<file path="src/sv/u2u8_pkg.sv">
// Shared types and constants for the UCS-2 to UTF-8 stream converter.
`timescale 1ns / 1ps
`default_nettype none
package u2u8_pkg;

   localparam int unsigned Q_DEPTH = 2;
   localparam int unsigned Q_PTR_W = (Q_DEPTH > 1) ? $clog2(Q_DEPTH) : 1;
   localparam int unsigned Q_CNT_W = $clog2(Q_DEPTH + 1);

   localparam logic [15:0] BOM_NATIVE  = 16'hFEFF;
   localparam logic [15:0] BOM_SWAPPED = 16'hFFFE;
   localparam logic [15:0] ONE_BYTE_MAX = 16'd127;
   localparam logic [15:0] TWO_BYTE_MAX = 16'd2047;

   localparam logic [2:0] LEAD2_TAG = 3'b110;
   localparam logic [3:0] LEAD3_TAG = 4'b1110;
   localparam logic [1:0] CONT_TAG  = 2'b10;

   // index of the final output byte of a queued code unit
   typedef logic [1:0] byte_idx_type;

   localparam byte_idx_type LAST_IDX_1 = 2'd0;
   localparam byte_idx_type LAST_IDX_2 = 2'd1;
   localparam byte_idx_type LAST_IDX_3 = 2'd2;

   typedef struct packed {
      logic         odd_err;
      byte_idx_type last_idx;
      logic [15:0]  unit;
   } unit_entry_type;

endpackage
`default_nettype wire

</file>
<file path="src/sv/ucs2_to_utf8_stream_core.sv">
// Top level of the UCS-2 byte stream to UTF-8 byte stream converter.
//
//   channel  direction  ports
//   req      in         req_valid/req_ready, req_data_byte, req_end_of_stream
//   rsp      out        rsp_valid/rsp_ready, rsp_out_byte, rsp_last_of_run, rsp_odd_length_error
//
// A request is taken every cycle while the two-entry unit queue has room.
// Each code unit drains as 1 to 3 output bytes, one per cycle while rsp_ready is
// high, so the output port sets the rate: at worst 3 bytes per 2-byte unit. A unit
// is registered in a queue slot and then in the output register. Reset is synchronous
// and empties the queue and output register. Output stalls back up through the queue only.
`timescale 1ns / 1ps
`default_nettype none
module ucs2_to_utf8_stream_core (
   input  wire logic       clock,
   input  wire logic       reset,
   input  wire logic       req_valid,
   output logic            req_ready,
   input  wire logic [7:0] req_data_byte,
   input  wire logic       req_end_of_stream,
   output logic            rsp_valid,
   input  wire logic       rsp_ready,
   output logic [7:0]      rsp_out_byte,
   output logic            rsp_last_of_run,
   output logic            rsp_odd_length_error
);

   logic                     push_valid;
   logic                     push_ready;
   u2u8_pkg::unit_entry_type push_entry;
   logic                     pop_valid;
   logic                     pop_ready;
   u2u8_pkg::unit_entry_type pop_entry;

   u2u8_front u_front (
      .clock             (clock),
      .reset             (reset),
      .req_valid         (req_valid),
      .req_ready         (req_ready),
      .req_data_byte     (req_data_byte),
      .req_end_of_stream (req_end_of_stream),
      .push_valid        (push_valid),
      .push_entry        (push_entry),
      .push_ready        (push_ready)
   );

   u2u8_queue u_queue (
      .clock      (clock),
      .reset      (reset),
      .push_valid (push_valid),
      .push_entry (push_entry),
      .push_ready (push_ready),
      .pop_valid  (pop_valid),
      .pop_entry  (pop_entry),
      .pop_ready  (pop_ready)
   );

   u2u8_back u_back (
      .clock                (clock),
      .reset                (reset),
      .pop_valid            (pop_valid),
      .pop_entry            (pop_entry),
      .pop_ready            (pop_ready),
      .rsp_valid            (rsp_valid),
      .rsp_ready            (rsp_ready),
      .rsp_out_byte         (rsp_out_byte),
      .rsp_last_of_run      (rsp_last_of_run),
      .rsp_odd_length_error (rsp_odd_length_error)
   );

endmodule
`default_nettype wire

</file>
<file path="src/sv/u2u8_front.sv">
// Front end: pairs bytes into code units, handles the byte order mark, classifies length.
`timescale 1ns / 1ps
`default_nettype none
module u2u8_front (
   input  wire logic                     clock,
   input  wire logic                     reset,
   input  wire logic                     req_valid,
   output logic                          req_ready,
   input  wire logic [7:0]               req_data_byte,
   input  wire logic                     req_end_of_stream,
   output logic                          push_valid,
   output u2u8_pkg::unit_entry_type      push_entry,
   input  wire logic                     push_ready
);

   logic       first_pending_ff, first_pending_in;
   logic       half_held_ff, half_held_in;
   logic       little_endian_ff, little_endian_in;
   logic [7:0] held_byte_ff, held_byte_in;

   logic        accept;
   logic [15:0] le_unit;
   logic [15:0] be_unit;
   logic [15:0] sel_unit;

   assign req_ready = push_ready;
   assign accept    = req_valid && push_ready;
   assign le_unit   = {req_data_byte, held_byte_ff};
   assign be_unit   = {held_byte_ff, req_data_byte};

   always_comb begin
      first_pending_in = first_pending_ff;
      half_held_in     = half_held_ff;
      little_endian_in = little_endian_ff;
      held_byte_in     = held_byte_ff;
      push_valid       = 1'b0;
      sel_unit         = little_endian_ff ? le_unit : be_unit;
      if (accept) begin
         if (!half_held_ff) begin
            held_byte_in = req_data_byte;
            half_held_in = 1'b1;
            if (req_end_of_stream) begin
               push_valid   = 1'b1;
               half_held_in = 1'b0;
            end
         end else begin
            half_held_in = 1'b0;
            if (first_pending_ff) begin
               first_pending_in = 1'b0;
               sel_unit         = le_unit;
               if (le_unit == u2u8_pkg::BOM_NATIVE) begin
                  little_endian_in = 1'b1;
               end else if (le_unit == u2u8_pkg::BOM_SWAPPED) begin
                  little_endian_in = 1'b0;
               end else begin
                  little_endian_in = 1'b1;
                  push_valid       = 1'b1;
               end
            end else begin
               push_valid = 1'b1;
            end
         end
         if (req_end_of_stream) begin
            first_pending_in = 1'b1;
            little_endian_in = 1'b1;
         end
      end
   end

   always_comb begin
      push_entry.odd_err = !half_held_ff;
      push_entry.unit    = sel_unit;
      if (!half_held_ff) begin
         push_entry.last_idx = u2u8_pkg::LAST_IDX_1;
      end else if (sel_unit <= u2u8_pkg::ONE_BYTE_MAX) begin
         push_entry.last_idx = u2u8_pkg::LAST_IDX_1;
      end else if (sel_unit <= u2u8_pkg::TWO_BYTE_MAX) begin
         push_entry.last_idx = u2u8_pkg::LAST_IDX_2;
      end else begin
         push_entry.last_idx = u2u8_pkg::LAST_IDX_3;
      end
   end

   always_ff @(posedge clock) begin
      if (reset) begin
         first_pending_ff <= 1'b1;
         half_held_ff     <= 1'b0;
         little_endian_ff <= 1'b1;
      end else begin
         first_pending_ff <= first_pending_in;
         half_held_ff     <= half_held_in;
         little_endian_ff <= little_endian_in;
      end
      held_byte_ff <= held_byte_in;
   end

endmodule
`default_nettype wire

</file>
<file path="src/sv/u2u8_queue.sv">
// Small FIFO of classified code units between front and back ends.
`timescale 1ns / 1ps
`default_nettype none
module u2u8_queue (
   input  wire logic                     clock,
   input  wire logic                     reset,
   input  wire logic                     push_valid,
   input  wire u2u8_pkg::unit_entry_type push_entry,
   output logic                          push_ready,
   output logic                          pop_valid,
   output u2u8_pkg::unit_entry_type      pop_entry,
   input  wire logic                     pop_ready
);

   u2u8_pkg::unit_entry_type slots_ff [u2u8_pkg::Q_DEPTH];

   logic [u2u8_pkg::Q_PTR_W-1:0] wr_ptr_ff, wr_ptr_in;
   logic [u2u8_pkg::Q_PTR_W-1:0] rd_ptr_ff, rd_ptr_in;
   logic [u2u8_pkg::Q_CNT_W-1:0] count_ff, count_in;

   logic do_push;
   logic do_pop;

   assign push_ready = (count_ff != u2u8_pkg::Q_CNT_W'(u2u8_pkg::Q_DEPTH));
   assign pop_valid  = (count_ff != '0);
   assign pop_entry  = slots_ff[rd_ptr_ff];
   assign do_push    = push_valid && push_ready;
   assign do_pop     = pop_valid && pop_ready;

   always_comb begin
      wr_ptr_in = wr_ptr_ff;
      rd_ptr_in = rd_ptr_ff;
      count_in  = count_ff;
      if (do_push) begin
         wr_ptr_in = (wr_ptr_ff == u2u8_pkg::Q_PTR_W'(u2u8_pkg::Q_DEPTH - 1)) ?
                     '0 : wr_ptr_ff + 1'b1;
      end
      if (do_pop) begin
         rd_ptr_in = (rd_ptr_ff == u2u8_pkg::Q_PTR_W'(u2u8_pkg::Q_DEPTH - 1)) ?
                     '0 : rd_ptr_ff + 1'b1;
      end
      if (do_push && !do_pop) begin
         count_in = count_ff + 1'b1;
      end else if (!do_push && do_pop) begin
         count_in = count_ff - 1'b1;
      end
   end

   always_ff @(posedge clock) begin
      if (reset) begin
         wr_ptr_ff <= '0;
         rd_ptr_ff <= '0;
         count_ff  <= '0;
      end else begin
         wr_ptr_ff <= wr_ptr_in;
         rd_ptr_ff <= rd_ptr_in;
         count_ff  <= count_in;
      end
      if (do_push) begin
         slots_ff[wr_ptr_ff] <= push_entry;
      end
   end

endmodule
`default_nettype wire

</file>
<file path="src/sv/u2u8_back.sv">
// Back end: serializes one code unit into its UTF-8 bytes through an output register.
`timescale 1ns / 1ps
`default_nettype none
module u2u8_back (
   input  wire logic                     clock,
   input  wire logic                     reset,
   input  wire logic                     pop_valid,
   input  wire u2u8_pkg::unit_entry_type pop_entry,
   output logic                          pop_ready,
   output logic                          rsp_valid,
   input  wire logic                     rsp_ready,
   output logic [7:0]                    rsp_out_byte,
   output logic                          rsp_last_of_run,
   output logic                          rsp_odd_length_error
);

   u2u8_pkg::byte_idx_type idx_ff, idx_in;

   logic       rsp_valid_ff, rsp_valid_in;
   logic [7:0] byte_ff, byte_in;
   logic       last_ff, last_in;
   logic       err_ff, err_in;

   logic       load;
   logic       final_byte;
   logic [7:0] sel_byte;
   logic [15:0] u;

   assign u          = pop_entry.unit;
   assign load       = pop_valid && (!rsp_valid_ff || rsp_ready);
   assign final_byte = (idx_ff == pop_entry.last_idx);
   assign pop_ready  = load && final_byte;

   always_comb begin
      sel_byte = {u2u8_pkg::CONT_TAG, u[5:0]};
      case (pop_entry.last_idx)
         u2u8_pkg::LAST_IDX_1: begin
            sel_byte = pop_entry.odd_err ? 8'h00 : u[7:0];
         end
         u2u8_pkg::LAST_IDX_2: begin
            if (idx_ff == 2'd0) begin
               sel_byte = {u2u8_pkg::LEAD2_TAG, u[10:6]};
            end
         end
         default: begin
            if (idx_ff == 2'd0) begin
               sel_byte = {u2u8_pkg::LEAD3_TAG, u[15:12]};
            end else if (idx_ff == 2'd1) begin
               sel_byte = {u2u8_pkg::CONT_TAG, u[11:6]};
            end
         end
      endcase
   end

   always_comb begin
      idx_in       = idx_ff;
      byte_in      = byte_ff;
      last_in      = last_ff;
      err_in       = err_ff;
      rsp_valid_in = rsp_valid_ff && !rsp_ready;
      if (load) begin
         rsp_valid_in = 1'b1;
         byte_in      = sel_byte;
         last_in      = final_byte;
         err_in       = pop_entry.odd_err;
         idx_in       = final_byte ? '0 : idx_ff + 1'b1;
      end
   end

   always_ff @(posedge clock) begin
      if (reset) begin
         idx_ff       <= '0;
         rsp_valid_ff <= 1'b0;
      end else begin
         idx_ff       <= idx_in;
         rsp_valid_ff <= rsp_valid_in;
      end
      byte_ff <= byte_in;
      last_ff <= last_in;
      err_ff  <= err_in;
   end

   assign rsp_valid            = rsp_valid_ff;
   assign rsp_out_byte         = byte_ff;
   assign rsp_last_of_run      = last_ff;
   assign rsp_odd_length_error = err_ff;

endmodule
`default_nettype wire
</file>
<file path="config.mk">
export PLATFORM = sky130hd
export DESIGN_NAME = ucs2_to_utf8_stream_core
export DESIGN_NICKNAME = d
export VERILOG_FILES = /design/src/sv/u2u8_pkg.sv /design/src/sv/ucs2_to_utf8_stream_core.sv /design/src/sv/u2u8_front.sv /design/src/sv/u2u8_queue.sv /design/src/sv/u2u8_back.sv
export SDC_FILE = /design/constraint.sdc
export NUM_CORES = 1
export LEC_CHECK = 0
export ABC_AREA = 1
export BUFFER_PORTS_ARGS = -buffer_cell sky130_fd_sc_hd__clkbuf_2
export CORE_MARGIN = 8
export CORE_UTILIZATION = 38
export DETAILED_ROUTE_END_ITERATION = 10
export HOLD_SLACK_MARGIN = 0.06
export SLEW_MARGIN = 10
export SYNTH_ARGS = -nofsm -noshare
export SYNTH_HDL_FRONTEND = slang
export SYNTH_SLANG_ARGS = --single-unit
</file>
<file path="constraint.sdc">
create_clock -name clock -period 2.7 [get_ports clock]
set_input_delay 0.675 -clock clock [delete_from_list [all_inputs] [get_ports clock]]
set_output_delay 0.675 -clock clock [all_outputs]
set_load 0.02 [all_outputs]
</file>
==> impl_metrics.csv, run 1 <==
group,metric,value,unit
run_status,status,"finished, final reports clean",
setup_path,slowest_stage,"ha_1",
die,rows,33,
die,die_y,106.1,microns
timing,holdWs,460.8,ps
timing,fin_setup_tns,0,ps
clock_tree,cts_tree,"yes",
finish,final_cell_mix,"nand2_1 (72), edfxtp_1 (56), inv_1 (36)",
routing,num_vias,2070,
job,max-cap-violations,0,
synth,synth_cells,307,
routing,vias_per_cell,4.580,
finish,drive_gt1_share,20.46,%
setup_path,end_kind,"flip-flop",
pwr,leakagePower,1.457,nW
routing,ant_nets,0,
synth,avgSynthCellArea,10.05,sq um
clock_tree,clk_pin_slew,60,ps
synth,synth_cell_types,32,
timing,min_period,2067,ps
synth,synthMuxAreaShare,2.067,%
timing,max_freq,0.4837,GHz
clock_tree,cts_resized,0,
clock_tree,numCtsBuffers,9,
die,core,8051,sq um
clock_tree,htreeDepth,3,
global_route,overflow,0,
pwr,p_total,0.003474,W
clock_tree,cts.root.buffer_cell,"clkbuf_8",
setup_path,cp.arrival,2290,ps
placement,place_congestion,0.8091,
setup_path,cpMostUsedCell,"nand2_1",
finish,final_common_cell,"nand2_1",
timing,slew_headroom,49.93,%
die,die_area,11260,sq um
synth,syn_nets,323,
setup_path,worstPathCellList,"clkbuf_2 -> inv_1 -> nor3_1 -> nand2_1 -> nor2_1 -> nand2_1 -> nand2_1 -> inv_1 -> ha_1 -> a21oi_1 -> o21ai_0 -> o21ai_0 -> a21oi_1",
clock_tree,numClockSinks,67,
synth,synth-simple-area-share,20.51,%
global_route,grt_pass1_vias,2007,
timing,rsz0062_at_grt,"no",
timing,finalCritPeriodShare,76.57,%
synth,synth_edf_count,56,
die,die_width,106.1,microns
finish,nNetsFinal,358,
global_route,grt_pass1_wl,9.563,mm
timing,hold_violations,0,
clock_tree,clock_latency,340,ps
timing,slew_viol_final,0,
worst_hold_path,worstHoldPathCells,2,
placement,dp_hpwl,4.333,mm
synth,synth_area,3087,sq um
synth,synth_seq_cells,67,
synth,synth_ff_type,"edfxtp_1",
clock_tree,cts_setup_buffers,0,
global_route,grt_antenna_before_repair,0,
clock_tree,clock_path_buffers,2,
setup_path,path_class,"in2reg",
global_route,grt_max_degree,24,
finish,nFillCells,790,
pwr,power.density,988.3,nW/um^2
die,start_util,38.34,%
routing,wirelength,5.709,mm
synth,synthArstFlopShare,0,%
timing,tightest_slew,750.2,ps
synth,synthXorXnorAreaFrac,0.5675,%
routing,wl_per_cell,12.63,microns
synth,synth_compound_area_share,8.107,%
timing,fin_skew,11.89,ps
synth,synth_seq_area_share,61.61,%
synth,yosysWarnings,0,
synth,synth_fa_ha_area_share,1.216,%
setup_path,max_stage_delay,300,ps
timing,setup_viol,0,
setup_path,crit_fanout,3,
finish,synthToLayoutAreaGrowth,13.86,%
finish,diodes,0,
setup_path,start_kind,"primary input",
placement,numPortBuffers,24,
routing,post-route-drc-count,0,
die,io_pins,25,
routing,drtIter0Drc,123,
routing,drt-pass1-iter-count,4,
clock_tree,ctsHoldBuffers,0,
worst_hold_path,min_path_type,"reg2reg",
synth,synth_top_family_by_area,"simple AND/OR/NAND/NOR gates",
pwr,peakVddDrop,314.9,uV
setup_path,cp_data_required_time,2930,ps
setup_path,reg2reg_depth,12,
global_route,track_usage,11.05,%
-- synthesized netlist by cell type (2+ instances only) --
cell type | instances | area (sq um)
nand2_1 | 72 | 270.3
edfxtp_1 | 56 | 1682
inv_1 | 36 | 135.1
o21ai_0 | 24 | 120.1
nor2_1 | 20 | 75.07
nand3_1 | 19 | 95.09
dfxtp_1 | 11 | 220.2
or2_2 | 11 | 68.82
a21oi_1 | 10 | 50.05
nand2_2 | 7 | 43.79
nor3_1 | 6 | 30.03
buf_2 | 4 | 20.02
ha_1 | 3 | 37.54
mux2_2 | 3 | 33.78
mux2i_1 | 3 | 30.03
nand3b_1 | 2 | 15.01
o21ai_1 | 2 | 10.01
o21ai_2 | 2 | 17.52
o21bai_1 | 2 | 15.01
xor2_1 | 2 | 17.52
-- through the flow --
| step | instance area [sq um] | util, % | instances | setup slack, ps |
|---|---|---|---|---|
| 2_1_floorplan | 3087 | - | 307 | 437.8 |
| 3_3_place_gp | 3341 | 41.49 | 436 | 321.5 |
| 3_5_place_dp | 3341 | 41.49 | 436 | 254.0 |
| 4_1_cts | 3515 | 43.65 | 452 | 625.4 |
| 5_1_grt | 3515 | 43.65 | 452 | 444.1 |
| 6_report | 3515 | 43.65 | 452 | 632.6 |
-- report_power, final --
part / internal [W] / switching (W) / leakage, nW
clock: 0.000379 / 0.000349 / 0.0932
sequential: 0.00143 / 0.0000769 / 0.611
combinational: 0.000410 / 0.000826 / 0.753
total: 0.00222 / 0.00125 / 1.46
-- layout make-up --
| type | instances | area, sq um | area share (%) |
|---|---|---|---|
| timing repair buffer | 29 | 157.7 | 4.486 |
| clock inverter | 3 | 15.01 | 0.4272 |
| sequential | 67 | 1902 | 54.11 |
| tap | 105 | 131.4 | 3.738 |
| inverter | 39 | 147.6 | 4.201 |
| multi-input combinational | 196 | 1002 | 28.52 |
| clock buffer | 13 | 158.9 | 4.521 |
-- flip-flops by register name, summed over array words and instances, names as in the netlist, 2 cells and up, named ones only --
signal	flops
u_back.idx_ff	2
u_front.held_byte_ff	8
u_back.rsp_out_byte	8
u_queue.slots_ff	38
u_queue.count_ff	2
-- worst max-delay path, delay by kind of cell --
kind	cells	cell delay, ps
fa+ha+maj	1	300
simple gates	5	680
buf+inv	3	200
compound gates	4	440
-- kinds of logic (layout without fill, tap and decap cells) --
kind of cell | after synthesis | in the layout
fa+ha+maj | 3 | 3
simple gates | 140 | 140
xor+xnor | 2 | 2
mux | 6 | 6
flops | 67 | 67
compound gates | 45 | 45
buf+inv | 44 | 84
-- metal layers --
metal,track usage (%),routed length [microns],vias to the layer above
met3,3.811,348,14
met4,7.337,155,0
li1,-,-,1097
met5,0,0,-
met2,16.62,2625,50
met1,13.17,2580,909
-- path summary, 6_finish.rpt --
check,from,endpoint,slack [ps]
max,req_data_byte[4],u_queue.count_ff[1],630
min,u_back.idx_ff[1],u_back.idx_ff[1],460
max reg2reg,u_front.held_byte_ff[4],u_queue.count_ff[1],670
min reg2reg,u_back.idx_ff[1],u_back.idx_ff[1],460
Power figures use the tool's default switching activity.
==> run 2, diff against run 1 <==
clock period = 2 ns   (was 2.7 ns; I/O delays follow)
==> impl_metrics.csv, run 2 (synthesized netlist as in run 1, its figures left out) <==
group,metric,value,unit
run_status,status,"finished, final reports clean",
timing,slew_viol_final,0,
placement,place_congestion,0.8118,
pwr,power.density,1335,nW/um^2
die,rows,33,
pwr,peakVddDrop,495.0,uV
timing,min_period,1983,ps
finish,synthToLayoutAreaGrowth,20.47,%
die,die_area,11260,sq um
global_route,overflow,0,
setup_path,crit_fanout,4,
timing,setup_viol,0,
setup_path,end_kind,"flip-flop",
routing,post-route-drc-count,0,
routing,ant_nets,0,
worst_hold_path,min_path_type,"in2reg",
global_route,grt_pass1_wl,9.873,mm
setup_path,reg2reg_slack,20,ps
timing,rsz0062_at_grt,"yes",
setup_path,crit_end,"u_queue.count_ff[1]",
finish,largest_register_ffs,38,
finish,nNetsFinal,377,
placement,dp_hpwl,4.385,mm
pwr,p_total,0.004964,W
setup_path,start_kind,"flip-flop",
job,max-cap-violations,0,
clock_tree,cts.root.buffer_cell,"clkbuf_8",
die,io_pins,25,
setup_path,reg2reg_depth,10,
clock_tree,cts_setup_buffers,0,
placement,place_ws,-247.6,ps
die,die_width,106.1,microns
global_route,grt_max_degree,24,
routing,vias_per_cell,4.586,
clock_tree,numCtsBuffers,9,
timing,finalCritPeriodShare,99.16,%
setup_path,cp_data_required_time,2220,ps
timing,hold_violations,0,
finish,design_area,3719,sq um
setup_path,worstReg2RegStart,"u_front.held_byte_ff[0]",
die,die_y,106.1,microns
routing,drtIter0Drc,64,
die,start_util,38.34,%
clock_tree,clock_path_buffers,2,
pwr,leakagePower,1.566,nW
clock_tree,clock_latency,330,ps
timing,fin_skew,7.562,ps
finish,post-route-util,46.18,%
setup_path,worstSetupStartpoint,"u_front.held_byte_ff[0]",
timing,fin_setup_tns,0,ps
die,core,8051,sq um
timing,max_freq,0.5042,GHz
timing,slew_headroom,36.26,%
finish,drive_gt1_share,25.96,%
global_route,grt_pass1_vias,2110,
routing,drt-pass1-iter-count,4,
clock_tree,numClockSinks,67,
finish,final_cell_mix,"nand2_1 (72), edfxtp_1 (56), inv_1 (36)",
global_route,grt_antenna_before_repair,0,
finish,diodes,0,
clock_tree,clk_pin_slew,70,ps
global_route,track_usage,11.16,%
setup_path,path_class,"reg2reg",
timing,tightest_slew,955.1,ps
timing,setup_ws,16.84,ps
finish,final_common_cell,"nand2_1",
clock_tree,htreeDepth,3,
clock_tree,cts_tree,"yes",
placement,numPortBuffers,24,
finish,top_register,"u_queue.slots_ff",
routing,num_vias,2160,
routing,wl_per_cell,12.31,microns
setup_path,cp.arrival,2200,ps
routing,wirelength,5.799,mm
setup_path,reg2reg_to,"u_queue.count_ff[1]",
placement,place_area,3498,sq um
-- run 2: cell count changes in the layout (fill, tap and decap cells not counted), sizes merged --
cell / before / now
clkinvlp: 0 / 1
clkbuf: 37 / 36
buf: 5 / 24
bufinv: 0 / 1
clkinv: 5 / 4
-- run 2: power breakdown --
part | leakage, nW | total (W) | internal, W | switching, W
combinational | 0.847 | 0.00176 | 0.000640 | 0.00112
clock | 0.108 | 0.00116 | 0.000674 | 0.000491
sequential | 0.611 | 0.00204 | 0.00193 | 0.000104
total | 1.57 | 0.00496 | 0.00325 | 0.00172
-- run 2: worst min path at each step --
stage / endpoint / slack (ps) / start / cells past startpoint
6_report: u_back.rsp_valid / 360 / reset / 2
3_5_place_dp: u_back.idx_ff[1] / 450 / u_back.idx_ff[1] / 2
3_3_place_gp: u_back.idx_ff[1] / 450 / u_back.idx_ff[1] / 2
2_1_floorplan: u_back.idx_ff[1] / 440 / u_back.idx_ff[1] / 2
5_1_grt: u_back.idx_ff[1] / 340 / reset / 2
4_1_cts: u_back.rsp_valid / 340 / reset / 2
-- run 2: routing by layer --
metal	vias up	wire (microns)	GRT usage (%)
met1	970	2815	13.94
li1	1136	-	-
met4	0	119	6.633
met2	46	2617	17.11
met3	8	245	2.843
met5	-	0	0
-- run 2: layout make-up --
type / count / area, sq um
clock inverters: 4 / 47.55
repair buffers: 48 / 312.8
flip-flops and latches: 67 / 1902
multi-input cells: 196 / 1012
inverters: 39 / 147.6
well taps: 105 / 131.4
clock buffers: 12 / 165.2
fillers: 778 / 4333
-- run 2: through the flow --
step / std cells / hold slack, ps
CTS: 471 / 336.4
floorplan: 307 / 439.3
finish: 471 / 356.0
global placement: 455 / 452.7
detailed placement: 455 / 454.5
global route: 471 / 341.6
-- run 2: worst max-delay path, cell delays in order, from the launching register on --
cell	delay [ps]
edfxtp_1	430
or2_2	320
a21oi_1	140
nand2_1	100
nand2_1	100
inv_1	50
ha_1	290
a21oi_1	110
o21ai_0	120
o21ai_1	140
a21oi_1	50
-- run 2: repair_timing --
item                       in CTS  in global routing
hold endpoints to repair        0                  0
gates resized for setup         1                  2
hold buffers                    0                  0
setup endpoints to repair       4                 20
pin swaps                       0                  0
